$ cat src/ttfv_pkg.sv
`timescale 1ns / 1ps

package ttfv_pkg;

   typedef enum logic [2:0] {
      MODE_INT32     = 3'd0,
      MODE_INT16     = 3'd1,
      MODE_INT64     = 3'd2,
      MODE_FLOAT     = 3'd3,
      MODE_DIGIT_BOOL = 3'd4,
      MODE_TEXT_BOOL = 3'd5,
      MODE_VECTOR3   = 3'd6,
      MODE_ANY       = 3'd7
   } mode_type;

   localparam logic [7:0] CHAR_MINUS  = 8'h2D;
   localparam logic [7:0] CHAR_COMMA  = 8'h2C;
   localparam logic [7:0] CHAR_PERIOD = 8'h2E;
   localparam logic [7:0] CHAR_ZERO   = 8'h30;
   localparam logic [7:0] CHAR_ONE    = 8'h31;
   localparam logic [7:0] CHAR_NINE   = 8'h39;

   localparam int MAG_WIDTH = 33;
   localparam logic [MAG_WIDTH-1:0] MAG_CAP       = 33'h1_0000_0000;
   localparam logic [MAG_WIDTH-1:0] INT32_POS_MAX = 33'h0_7FFF_FFFF;
   localparam logic [MAG_WIDTH-1:0] INT32_NEG_MAX = 33'h0_8000_0000;
   localparam logic [MAG_WIDTH-1:0] INT16_POS_MAX = 33'h0_0000_7FFF;
   localparam logic [MAG_WIDTH-1:0] INT16_NEG_MAX = 33'h0_0000_8000;

   localparam logic [2:0] COUNT_MAX      = 3'd7;
   localparam logic [2:0] VEC3_MIN_COUNT = 3'd6;
   localparam logic [1:0] VEC3_COMMAS    = 2'd2;

   function automatic logic is_digit(input logic [7:0] ch);
      return (ch >= CHAR_ZERO) && (ch <= CHAR_NINE);
   endfunction

   function automatic logic [7:0] true_char(input logic [1:0] idx);
      logic [7:0] ch;
      case (idx)
         2'd0: ch = 8'h74;
         2'd1: ch = 8'h72;
         2'd2: ch = 8'h75;
         default: ch = 8'h65;
      endcase
      return ch;
   endfunction

   function automatic logic [7:0] false_char(input logic [2:0] idx);
      logic [7:0] ch;
      case (idx)
         3'd0: ch = 8'h66;
         3'd1: ch = 8'h61;
         3'd2: ch = 8'h6C;
         3'd3: ch = 8'h73;
         default: ch = 8'h65;
      endcase
      return ch;
   endfunction

endpackage

$ cat src/typed_text_field_validator.sv
`timescale 1ns / 1ps

// Typed text field validator.
// Request channel (req_*): one character of a text field per transfer, with
// the field's type mode, a last flag and an empty flag (no character). The
// mode of the first non-empty transfer of a field applies to the whole field.
// Response channel (rsp_*): one transfer per field, carrying rsp_valid_res,
// which is high when the field is well formed for its mode.
// The response is registered and valid in the cycle after the transfer marked last.
// Throughput: one character per cycle while req_stall is low; the character
// update and the field check are a single registered step (the widest path is
// the times-ten accumulate and range compare of the integer modes).
// Stall: the response sits in an output register. While it is held by
// rsp_stall, req_stall rises and no new character is taken; otherwise the
// request side keeps moving even when a response is pending.
// Reset: synchronous, active high; clears all field state and drops rsp_valid.
module typed_text_field_validator
   import ttfv_pkg::*;
(
   input  logic       clock,
   input  logic       reset,
   input  logic       req_valid,
   output logic       req_stall,
   input  logic [2:0] req_mode,
   input  logic [7:0] req_character,
   input  logic       req_last,
   input  logic       req_empty_req,
   output logic       rsp_valid,
   input  logic       rsp_stall,
   output logic       rsp_valid_res
);

   logic [2:0]           field_mode_ff, field_mode_in;
   logic [2:0]           char_count_ff, char_count_in;
   logic                 negative_ff, negative_in;
   logic                 period_ff, period_in;
   logic                 comma_ff, comma_in;
   logic                 bad_ff, bad_in;
   logic [MAG_WIDTH-1:0] magnitude_ff, magnitude_in;
   logic [3:0]           segment_ff, segment_in;
   logic [1:0]           comma_total_ff, comma_total_in;
   logic [1:0]           word_match_ff, word_match_in;
   logic                 rsp_valid_ff, rsp_valid_in;
   logic                 rsp_res_ff, rsp_res_in;

   logic                 req_take;
   logic                 absorb;
   logic [2:0]           cur_mode;
   logic [1:0]           seg_len;
   logic [2:0]           seg_need;
   logic [MAG_WIDTH+3:0] mag_next;
   logic [1:0]           fin_len;
   logic [2:0]           fin_need;
   logic                 fin_seg_bad;
   logic [2:0]           need;
   logic                 verdict;

   assign req_stall = rsp_valid_ff & rsp_stall;
   assign req_take  = req_valid & ~req_stall;
   assign absorb    = req_take & ~req_empty_req;
   assign cur_mode  = (char_count_ff == 3'd0) ? req_mode : field_mode_ff;
   assign seg_len   = segment_ff[1:0];
   assign seg_need  = 3'd1 + {2'b00, segment_ff[3]} + {2'b00, segment_ff[2]};
   assign mag_next  = {1'b0, magnitude_ff, 3'b000} + {3'b000, magnitude_ff, 1'b0}
                    + {33'd0, req_character[3:0] - CHAR_ZERO[3:0]};

   // Character update.
   always_comb begin
      field_mode_in  = cur_mode;
      char_count_in  = char_count_ff;
      negative_in    = negative_ff;
      period_in      = period_ff;
      comma_in       = comma_ff;
      bad_in         = bad_ff;
      magnitude_in   = magnitude_ff;
      segment_in     = segment_ff;
      comma_total_in = comma_total_ff;
      word_match_in  = word_match_ff;
      if (absorb) begin
         case (cur_mode)
            MODE_INT32, MODE_INT16, MODE_INT64, MODE_FLOAT: begin
               // text after the first comma is counted only
               if (comma_ff) begin
                  comma_in = 1'b1;
               end else if (char_count_ff == 3'd0 && req_character == CHAR_MINUS) begin
                  negative_in = 1'b1;
               end else if (req_character == CHAR_COMMA) begin
                  comma_in = 1'b1;
               end else if (req_character == CHAR_PERIOD && cur_mode == MODE_FLOAT) begin
                  if (period_ff) bad_in = 1'b1;
                  period_in = 1'b1;
               end else if (is_digit(req_character)) begin
                  if (mag_next > {4'd0, MAG_CAP}) magnitude_in = MAG_CAP;
                  else magnitude_in = mag_next[MAG_WIDTH-1:0];
               end else begin
                  bad_in = 1'b1;
               end
            end
            MODE_DIGIT_BOOL: begin
               if (req_character != CHAR_ZERO && req_character != CHAR_ONE) bad_in = 1'b1;
            end
            MODE_TEXT_BOOL: begin
               if (char_count_ff >= 3'd4 || req_character != true_char(char_count_ff[1:0]))
                  word_match_in[0] = 1'b0;
               if (char_count_ff >= 3'd5 || req_character != false_char(char_count_ff))
                  word_match_in[1] = 1'b0;
            end
            MODE_VECTOR3: begin
               if (req_character == CHAR_COMMA) begin
                  // close the part
                  if (seg_len == 2'd0 || {1'b0, seg_len} < seg_need) bad_in = 1'b1;
                  segment_in = 4'd0;
                  if (comma_total_ff != 2'd3) comma_total_in = comma_total_ff + 2'd1;
               end else begin
                  if (seg_len == 2'd0 && req_character == CHAR_MINUS) begin
                     segment_in[2] = 1'b1;
                  end else if (req_character == CHAR_PERIOD) begin
                     if (segment_ff[3]) bad_in = 1'b1;
                     segment_in[3] = 1'b1;
                  end else if (!is_digit(req_character)) begin
                     bad_in = 1'b1;
                  end
                  if (seg_len != 2'd3) segment_in[1:0] = seg_len + 2'd1;
               end
            end
            default: begin
            end
         endcase
         if (char_count_ff != COUNT_MAX) char_count_in = char_count_ff + 3'd1;
      end
   end

   // Field check on the updated state.
   assign fin_len     = segment_in[1:0];
   assign fin_need    = 3'd1 + {2'b00, segment_in[3]} + {2'b00, segment_in[2]};
   assign fin_seg_bad = (fin_len == 2'd0) || ({1'b0, fin_len} < fin_need);
   assign need        = 3'd1 + {2'b00, negative_in};

   always_comb begin
      case (cur_mode)
         MODE_INT32: verdict = !bad_in && char_count_in >= need
                       && (negative_in ? magnitude_in <= INT32_NEG_MAX
                                       : magnitude_in <= INT32_POS_MAX);
         MODE_INT16: verdict = !bad_in && char_count_in >= need
                       && (negative_in ? magnitude_in <= INT16_NEG_MAX
                                       : magnitude_in <= INT16_POS_MAX);
         MODE_INT64: verdict = !bad_in && char_count_in >= need;
         MODE_FLOAT: verdict = !bad_in && char_count_in >= need + {2'b00, period_in};
         MODE_DIGIT_BOOL: verdict = !bad_in && char_count_in == 3'd1;
         MODE_TEXT_BOOL: verdict = word_match_in != 2'b00;
         MODE_VECTOR3: verdict = !bad_in && !fin_seg_bad && comma_total_in == VEC3_COMMAS
                       && char_count_in >= VEC3_MIN_COUNT;
         default: verdict = 1'b1;
      endcase
   end

   always_comb begin
      rsp_valid_in = rsp_valid_ff & rsp_stall;
      rsp_res_in   = rsp_res_ff;
      if (req_take && req_last) begin
         rsp_valid_in = 1'b1;
         rsp_res_in   = verdict;
      end
   end

   always_ff @(posedge clock) begin
      if (reset || (req_take && req_last)) begin
         field_mode_ff  <= 3'd0;
         char_count_ff  <= 3'd0;
         negative_ff    <= 1'b0;
         period_ff      <= 1'b0;
         comma_ff       <= 1'b0;
         bad_ff         <= 1'b0;
         magnitude_ff   <= '0;
         segment_ff     <= 4'd0;
         comma_total_ff <= 2'd0;
         word_match_ff  <= 2'b11;
      end else if (req_take) begin
         field_mode_ff  <= field_mode_in;
         char_count_ff  <= char_count_in;
         negative_ff    <= negative_in;
         period_ff      <= period_in;
         comma_ff       <= comma_in;
         bad_ff         <= bad_in;
         magnitude_ff   <= magnitude_in;
         segment_ff     <= segment_in;
         comma_total_ff <= comma_total_in;
         word_match_ff  <= word_match_in;
      end
   end

   always_ff @(posedge clock) begin
      if (reset) begin
         rsp_valid_ff <= 1'b0;
      end else begin
         rsp_valid_ff <= rsp_valid_in;
      end
      rsp_res_ff <= rsp_res_in;
   end

   assign rsp_valid     = rsp_valid_ff;
   assign rsp_valid_res = rsp_res_ff;

endmodule

$ cat config.mk
export PLATFORM = sky130hd
export DESIGN_NAME = typed_text_field_validator
export DESIGN_NICKNAME = d
export VERILOG_FILES = /design/src/ttfv_pkg.sv /design/src/typed_text_field_validator.sv
export SDC_FILE = /design/constraint.sdc
export NUM_CORES = 1
export LEC_CHECK = 0
export ABC_AREA = 1
export ABC_CLOCK_PERIOD_IN_PS = 4480
export BUFFER_PORTS_ARGS = -buffer_cell sky130_fd_sc_hd__buf_2
export CORE_MARGIN = 2
export CORE_UTILIZATION = 60
export DETAILED_ROUTE_END_ITERATION = 7
export PLACE_DENSITY = 0.75
export SYNTH_ARGS = -nofsm -noshare
export SYNTH_HDL_FRONTEND = slang
export SYNTH_SLANG_ARGS = --single-unit
$ cat constraint.sdc
create_clock -name clock -period 4.48 [get_ports clock]
set_input_delay 0.448 -clock clock [delete_from_list [all_inputs] [get_ports clock]]
set_output_delay 0.448 -clock clock [all_outputs]
set_load 0.01 [all_outputs]
==> out/metrics.yaml, run 1 <==
status: "complete, no violations"
cp.arrival_ps: 4310
yosys.area_share.adder: 0.155
io_buffers: 19
syn_inst: 1195
clk_latency_ps: 300
synth_xor_area_frac: 0.00644
yosysMostFrequentCell: "nand2_1"
ys_ff_latch: 53
synth_top_family_by_area: "simple AND/OR/NAND/NOR gates"
die_h_um: 110
start_util: 0.622
period_share: 0.924
min_path_type: "input pin to flip-flop"
htree_num_levels: 2
fin_crit_ps: 4140
drc: 0
rsz0062_at_grt: "no"
finalWorstSetupSlack_ps: 342
timing.fmax_mhz: 242
whs_ps: 433
irDropWorstVdd_uv: 148
cts_buffers: 5
dp_slack_ps: 114
vias: 7311
worst_setup_path_start_kind: "flip-flop"
yosysTopAreaCellShare: 0.211
synth_common_cells: "nand2_1, inv_1, nor2_1"
crit_required_ps: 4650
maxCapViolations: 0
die_area_um2: 12200
grt_max_degree: 47
clk_path_buf_depth: 2
critical_path_class: "flip-flop to flip-flop"
yosys.area_share.simple: 0.429
layout-drive-gt1-share: 0.0660
num_rows: 38
drtAntennaViolNets: 0
clock_sinks: 53
dp_hpwl_um: 15900
synthArstFlopShare: 0
via_per_inst: 5.40
grt_usage: 0.312
netlist_area_um2: 6800
totalPowerFinal_w: 0.000999
synth_edf_count: 1
synth_fp_nets: 1295
worstRegToRegCells: 24
hold_viol: 0
postSynthAreaPerCell_um2: 5.69
antenna_found_initial: 0
powerDensity_nw_per_um2: 139
p_leak_nw: 4.13
ioPinCount: 20
area_growth_pct: 5.70
synth_ff_type: "dfxtp_1"
drt_iter0_markers: 502
holdPathStages: 4
grt_pass1_wl_um: 31600
core_area_um2: 10900
maxSlewHeadroom: 0.630
ys_types: 49
antennaDiodeCount: 0
final-setup-viol-count: 0
yosys_warnings: 0
synth.area.mux_share: 0
fin_nets: 1313
root_buffer: "clkbuf_16"
dr.pass1.iters: 7
crit_path_end_kind: "flip-flop"
maxSlewViolCount: 0
synth_top_area_cell: "nand2_1"
tightestPinTransition_ps: 553
synth_compound_area_frac: 0.109
wirelength_um: 19300
grt_overflow_total: 0
dieWidth_um: 110
routedWlPerCell_um: 14.3
grt_pass1_vias: 6657
worstPathMaxFanout: 14
path_clk_slew_ps: 70
ctsHoldBuffers: 0
ys_seq_area_frac: 0.157
cts_tree: "built"
place_congestion: 0.966
synthTopCellsByArea: "nand2_1, dfxtp_1, ha_1"
tns_ps: 0
finalClockSkew_ps: 6.66
metrics by stage:
step / area, um2 / cells / util
CTS: 7170 / 1353 / 0.655
global placement: 7020 / 1346 / 0.642
finish: 7190 / 1353 / 0.658
global route: 7190 / 1353 / 0.658
detailed placement: 7020 / 1346 / 0.642
floorplan: 6800 / 1195 / -
kinds of logic after synthesis:
family          count (synthesis)
xor+xnor                        5
buf+inv                       243
simple gates                  679
fa+ha+maj                      83
flops                          53
compound gates                132
cell type report:
cell class                      count  area [um2]
Sequential cell                    53        1070
Clock inverter                      1        6.26
Timing Repair Buffer               26         151
Multi-Input combinational cell    899        4790
Tap cell                          140         175
Fill cell                        1073        3740
Inverter                          228         861
Clock buffer                        6         139
worst max-delay path: stages, from the launching register on:
cell     delay, ps
dfxtp_1        370
inv_1           70
fa_1           500
inv_1           70
ha_1           320
nand2_1         60
nor2_1         100
nand3_1        110
nand3_2        150
nand2_1         80
nand2_1        120
nand2_1         80
nand2_1         90
xor2_1         150
nand2_1        160
nor2_8         240
buf_4          240
nand3_1        110
nand2_1        120
nand4_1        150
nor3_1         280
a21oi_1        130
a21oi_1        170
nand2_1         60
nand2_1         50
layout by cell type, fill, tap and decap left out, types with 2 or more instances in the layout:
cell type and count:
nand2_2 6, nor3_2 2, buf_4 6, nand3_2 4, or2_1 2, a21oi_1 74, inv_1 219, nor3_1 19
nor2_2 10, dfxtp_1 52, nor2_8 2, o21ai_0 22, or2_2 4, and2_1 6, buf_2 19, nand3b_1 4
o21ai_2 2, nand4_1 15, o21bai_1 4, ha_1 80, o31ai_1 2, clkbuf_16 5, inv_4 3, inv_2 4
clkinv_1 3, o221ai_1 4, nand3_1 81, xor2_1 5, o21ai_1 9, o21ai_4 2, nor2_1 134, a31oi_1 2
nor2_4 2, nand2_1 383, o211ai_1 4
metal layers:
layer / routed length (um) / vias up / global-route usage
li1: - / 3797 / -
met1: 8810 / 3230 / 0.419
met2: 8730 / 238 / 0.521
met3: 1140 / 46 / 0.0340
met4: 618 / 0 / 0.106
met5: 0 / - / 0
registers in the layout, indices dropped and copies added (netlist names), 2 cells and up:
register and count:
segment_ff 4, word_match_ff 2, magnitude_ff 33, field_mode_ff 3, comma_total_ff 2, char_count_ff 3
power breakdown:
part | leakage (nW) | internal [W] | switching (W)
clock network | 0.0733 | 0.000220 | 0.000177
logic | 3.63 | 0.0000397 | 0.0000790
registers | 0.429 | 0.000479 | 0.00000385
total | 4.13 | 0.000739 | 0.000260
what timing repair did:
action,4_1_cts,5_1_grt
buffers inserted,0,0
gates resized for setup,0,8
setup endpoints to repair,0,1
worst paths after layout:
kind	end	slack (ps)	startpoint
worst max-delay path	rsp_valid_res	340	magnitude_ff[0]
worst min-delay path	rsp_valid	430	reset
worst max register to register	rsp_valid_res	340	magnitude_ff[0]
worst min register to register	word_match_ff[0]	450	word_match_ff[0]
(Power assumes the default switching activity.)
==> run 2, diff against run 1 <==
- CELL_PAD_IN_SITES_DETAIL_PLACEMENT: unset -> 1
- CELL_PAD_IN_SITES_GLOBAL_PLACEMENT: unset -> 1
- CORE_UTILIZATION: 60 -> 45
- PLACE_DENSITY: 0.75 -> 0.81
==> out/metrics.yaml, run 2 (synthesis gave the netlist of run 1 again) <==
grt_overflow_total: 0  # unchanged
clk_latency_ps: 300  # about the same
totalPowerFinal_w: 0.00103  # was 0.000999 W
dr.pass1.iters: 4  # was 7
min_path_type: "input pin to flip-flop"  # unchanged
root_buffer: "clkbuf_16"  # unchanged
grt_pass1_wl_um: 38500  # was 31600 um
start_util: 0.465  # was 0.622
worst_setup_path_start_kind: "flip-flop"  # unchanged
crit_start: "magnitude_ff[2]"  # was magnitude_ff[0]
dieWidth_um: 127  # was 110 um
powerDensity_nw_per_um2: 139  # about the same
timing.fmax_mhz: 241  # was 242 MHz
maxSlewHeadroom: 0.598  # was 0.630
crit_path_frequent_cell: "nand2_1"  # unchanged
die_h_um: 127  # was 110 um
holdCritStartpoint: "reset"  # unchanged
dp_slack_ps: -0.647  # was 114 ps
tightestPinTransition_ps: 601  # was 553 ps
cts_buffers: 5  # unchanged
largest_reg_flops: 33  # unchanged
grt_usage: 0.296  # was 0.312
io_buffers: 19  # unchanged
antenna_found_initial: 0  # unchanged
holdPathStages: 4  # unchanged
reg.largest.list: "magnitude_ff x33, segment_ff x4"  # unchanged
final-setup-viol-count: 0  # unchanged
drc: 0  # unchanged
clk_path_buf_depth: 2  # unchanged
cts_tree: "built"  # unchanged
core_area_um2: 14600  # was 10900 um2
layout_common_cells: "nand2_1, inv_1, nor2_1"  # unchanged
fin_nets: 1322  # was 1313
wirelength_um: 23200  # was 19300 um
layout-drive-gt1-share: 0.0809  # was 0.0660
fill_cells: 2193  # was 1073
drt_iter0_markers: 371  # was 502
fin_crit_ps: 4150  # was 4140 ps
period_share: 0.926  # was 0.924
area_growth_pct: 8.51  # was 5.70%
finalClockSkew_ps: 10.3  # was 6.66 ps
vias: 7559  # was 7311
p_leak_nw: 4.21  # was 4.13 nW
die_area_um2: 16100  # was 12200 um2
place_congestion: 0.889  # was 0.966
via_per_inst: 5.37  # was 5.40
top_register: "magnitude_ff"  # unchanged
max_stage_delay_ps: 470  # was 500 ps
finalWorstSetupSlack_ps: 330  # was 342 ps
num_rows: 44  # was 38
final_common_cell: "nand2_1"  # unchanged
cp.arrival_ps: 4210  # was 4310 ps
tns_ps: 0  # unchanged
slowest_stage: "fa_1"  # unchanged
status: "complete, no violations"  # unchanged
critical_path_class: "flip-flop to flip-flop"  # unchanged
worstPathMaxFanout: 13  # was 14
clock_sinks: 53  # unchanged
irDropWorstVdd_uv: 141  # was 148 uV
reg2reg_slack_ps: 330  # was 340 ps
path_clk_slew_ps: 80  # was 70 ps
timing.rr.start: "magnitude_ff[2]"  # was magnitude_ff[0]
crit_family: "simple AND/OR/NAND/NOR gates"  # unchanged
drtAntennaViolNets: 0  # unchanged
holdPathEnd: "rsp_valid"  # unchanged
hold_viol: 0  # unchanged
r2r_end: "rsp_valid_res"  # unchanged
grt_max_degree: 43  # was 47
routedWlPerCell_um: 16.5  # was 14.3 um
maxSlewViolCount: 0  # unchanged
maxCapViolations: 0  # unchanged
worstRegToRegCells: 29  # was 24
path_buf_inv: 3  # unchanged
crit_path_end_kind: "flip-flop"  # unchanged
antennaDiodeCount: 0  # unchanged
grt_pass1_vias: 7863  # was 6657
ioPinCount: 20  # unchanged
dp_hpwl_um: 19600  # was 15900 um
htree_num_levels: 2  # unchanged
crit_required_ps: 4540  # was 4650 ps
-- run 2: layer usage --
layer,global-route usage,wire [um]
met5,0,0
met4,0.117,924
met3,0.0278,634
met2,0.522,11200
met1,0.371,10500
-- run 2: worst max-delay path by stage --
stage                          endpoint  slack, ps  depth (start not counted)
after detailed placement  rsp_valid_res       -0.6                         29
after CTS                 rsp_valid_res        170                         27
final                     rsp_valid_res        330                         29
after global routing      rsp_valid_res        -20                         30
after floorplan           rsp_valid_res        710                         29
after global placement    rsp_valid_res         80                         29
-- run 2: per-stage QoR --
step,hold slack (ps),util,instances,area [um2]
2_1_floorplan,414,-,1195,6800
3_3_place_gp,427,0.488,1397,7150
3_5_place_dp,439,0.488,1397,7150
4_1_cts,434,0.499,1405,7300
5_1_grt,478,0.504,1407,7380
6_report,429,0.504,1407,7380
-- run 2: area by class of cell --
cell class                      count  area, um2  share of cell area
Multi-Input combinational cell    899       4830               0.654
Sequential cell                    53       1070               0.145
Inverter                          228        861               0.117
Timing Repair Buffer               35        244              0.0330
Tap cell                          184        230              0.0312
Clock buffer                        7        143              0.0193
Clock inverter                      1       7.51             0.00102
-- run 2: repair_timing --
action                                 CTS  global route
resized for setup                        0            20
endpoints found under the hold margin    0             0
setup endpoints to repair                0             1
buffers inserted                         0             2
hold buffers                             0             0
-- run 2: worst register-to-register path: cells and delay by family, from the launching register on --
kind            cells  cell delay [ps]
compound gates      1               60
fa+ha+maj           2              800
buf+inv             3              280
flops               1              370
simple gates       23             2390
-- run 2: power breakdown --
| part | internal (W) | leakage, nW | switching, W | total (W) |
|---|---|---|---|---|
| Clock | 0.000224 | 0.0701 | 0.000197 | 0.000421 |
| Combinational | 0.0000421 | 3.71 | 0.0000844 | 0.000126 |
| Sequential | 0.000478 | 0.430 | 0.00000374 | 0.000482 |
| Total | 0.000744 | 4.21 | 0.000285 | 0.00103 |
==> run 3, diff against run 2 <==
- CORE_UTILIZATION: 45 -> 25
- PLACE_DENSITY: 0.81 -> 0.49
==> out/metrics.yaml, run 3 (synthesis gave the netlist of run 1 again) <==
ioPinCount: 20  # unchanged
switching_share: 0.255  # was 0.277
crit_path_end_kind: "flip-flop"  # unchanged
crit_family: "simple AND/OR/NAND/NOR gates"  # unchanged
cts_buffers: 5  # unchanged
seq_power_share: 0.426  # was 0.468
dr.pass1.iters: 4  # unchanged
crit_path_frequent_cell: "nand2_1"  # unchanged
maxCapViolations: 0  # unchanged
p_leak_nw: 4.39  # was 4.21 nW
path_buf_inv: 3  # unchanged
worst_setup_path_start_kind: "flip-flop"  # unchanged
layout_common_cells: "nand2_1, inv_1, nor2_1"  # unchanged
slowest_stage: "fa_1"  # unchanged
grt_pass1_vias: 7769  # was 7863
grt_overflow_total: 0  # unchanged
start_util: 0.254  # was 0.465
clk_latency_ps: 300  # about the same
cp.arrival_ps: 4180  # was 4210 ps
clk_path_buf_depth: 2  # unchanged
final_common_cell: "nand2_1"  # unchanged
crit_required_ps: 4540  # about the same
max_stage_delay_ps: 490  # was 470 ps
reg.largest.list: "magnitude_ff x33, segment_ff x4"  # unchanged
drt_iter0_markers: 272  # was 371
antennaDiodeCount: 0  # unchanged
core_area_um2: 26800  # was 14600 um2
dieWidth_um: 169  # was 127 um
status: "complete, no violations"  # unchanged
via_per_inst: 4.58  # was 5.37
dpl.cell_count: 1588  # was 1397
min_path_type: "input pin to flip-flop"  # unchanged
hold_viol: 0  # unchanged
tightestPinTransition_ps: 748  # was 601 ps
period_share: 0.920  # was 0.926
grt_pass1_wl_um: 42200  # was 38500 um
clock_sinks: 53  # unchanged
combPwrFrac: 0.117  # was 0.123
timing.fmax_mhz: 243  # was 241 MHz
root_buffer: "clkbuf_16"  # unchanged
totalPowerFinal_w: 0.00113  # was 0.00103 W
layout-drive-gt1-share: 0.112  # was 0.0809
antenna_found_initial: 0  # unchanged
htree_num_levels: 2  # unchanged
vias: 7319  # was 7559
io_buffers: 19  # unchanged
finalClockSkew_ps: 8.33  # was 10.3 ps
num_rows: 60  # was 44
pwr-share-clk: 0.457  # was 0.409
die_h_um: 169  # was 127 um
path_clk_slew_ps: 80  # about the same
area_growth_pct: 16.1  # was 8.51%
routedWlPerCell_um: 16.1  # was 16.5 um
largest_reg_flops: 33  # unchanged
dp_hpwl_um: 22500  # was 19600 um
final-setup-viol-count: 0  # unchanged
finalNonFillerCells: 1598  # was 1407
place_congestion: 0.803  # was 0.889
die_area_um2: 28600  # was 16100 um2
drtAntennaViolNets: 0  # unchanged
critical_path_class: "flip-flop to flip-flop"  # unchanged
p_int_w: 0.000844  # was 0.000744 W
irDropWorstVdd_uv: 150  # was 141 uV
maxSlewHeadroom: 0.499  # was 0.598
maxSlewViolCount: 0  # unchanged
rsz0062_at_grt: "no"
grt_usage: 0.187  # was 0.296
fin_nets: 1356  # was 1322
top_register: "magnitude_ff"  # unchanged
grt_max_degree: 34  # was 43
p_sw_w: 0.000289  # was 0.000285 W
wirelength_um: 25800  # was 23200 um
drc: 0  # unchanged
cts_tree: "built"  # unchanged
fin_crit_ps: 4120  # was 4150 ps
worstPathMaxFanout: 10  # was 13
powerDensity_nw_per_um2: 143  # was 139 nW/um2
==> run 3: repair_timing <==
action,4_1_cts,5_1_grt
hold buffers,0,0
buffers inserted,0,2
gates resized for setup,0,25
endpoints found under the setup margin,0,1
endpoints found under the hold margin,0,0
==> run 3: final cells by class <==
class / count / area, um2
inverter: 228 / 861
clock inverter: 3 / 65.1
tap: 341 / 427
timing repair buffer: 69 / 508
clock buffer: 5 / 125
fill: 3569 / 18900
sequential: 53 / 1070
multi-input combinational: 899 / 4840
==> run 3: through the flow <==
step	hold slack (ps)	setup WS (ps)	area, um2	utilization	TNS, ps
2_1_floorplan	414	711	6800	-	0
3_3_place_gp	435	16.5	7620	0.284	0
3_5_place_dp	443	-45.9	7620	0.284	-45.9
4_1_cts	425	95.3	7810	0.291	0
5_1_grt	497	22.3	7900	0.295	0
6_report	433	359	7900	0.295	0
==> run 3: layer usage <==
metal,wire [um],vias up,track usage
li1,-,3877,-
met1,13000,3365,0.255
met2,11900,52,0.325
met3,324,25,0.0117
met4,572,0,0.0424
met5,0,-,0
==> run 3: worst reg2reg max path: stages, from the launching register on <==
cell and delay, ps:
dfxtp_2 360, inv_1 60, fa_1 490, inv_1 90
ha_4 290, nand2_1 60, nor2_1 110, nand3_1 150
nand3_2 190, nand2_1 90, nand2_1 90, nand2_1 60
nand2_1 130, xor2_1 200, nand2_1 190, nor2_8 250
buf_12 160, nand3_1 100, nand2_1 100, nand2_1 100
nor3_2 190, nand3_1 100, nand2_1 60, nand2_1 40
nand2_1 50, a21oi_1 50, nand2_1 60, nand2_1 40
==> run 3: power by group through the flow <==
stage	Sequential, W	Clock (W)	Combinational [W]
floorplan	0.000493	0	0.0000794
global placement	0.000494	0	0.000132
detailed placement	0.000494	0	0.000132
CTS	0.000483	0.000535	0.000133
global route	0.000483	0.000551	0.000152
finish	0.000482	0.000518	0.000133
==> run 3: worst paths after layout <==
path	slack, ps	from	end	depth (start not counted)
min	430	reset	rsp_valid	4
max	360	magnitude_ff[0]	rsp_valid_res	27
min reg2reg	460	word_match_ff[0]	word_match_ff[0]	2
max reg2reg	360	magnitude_ff[0]	rsp_valid_res	27
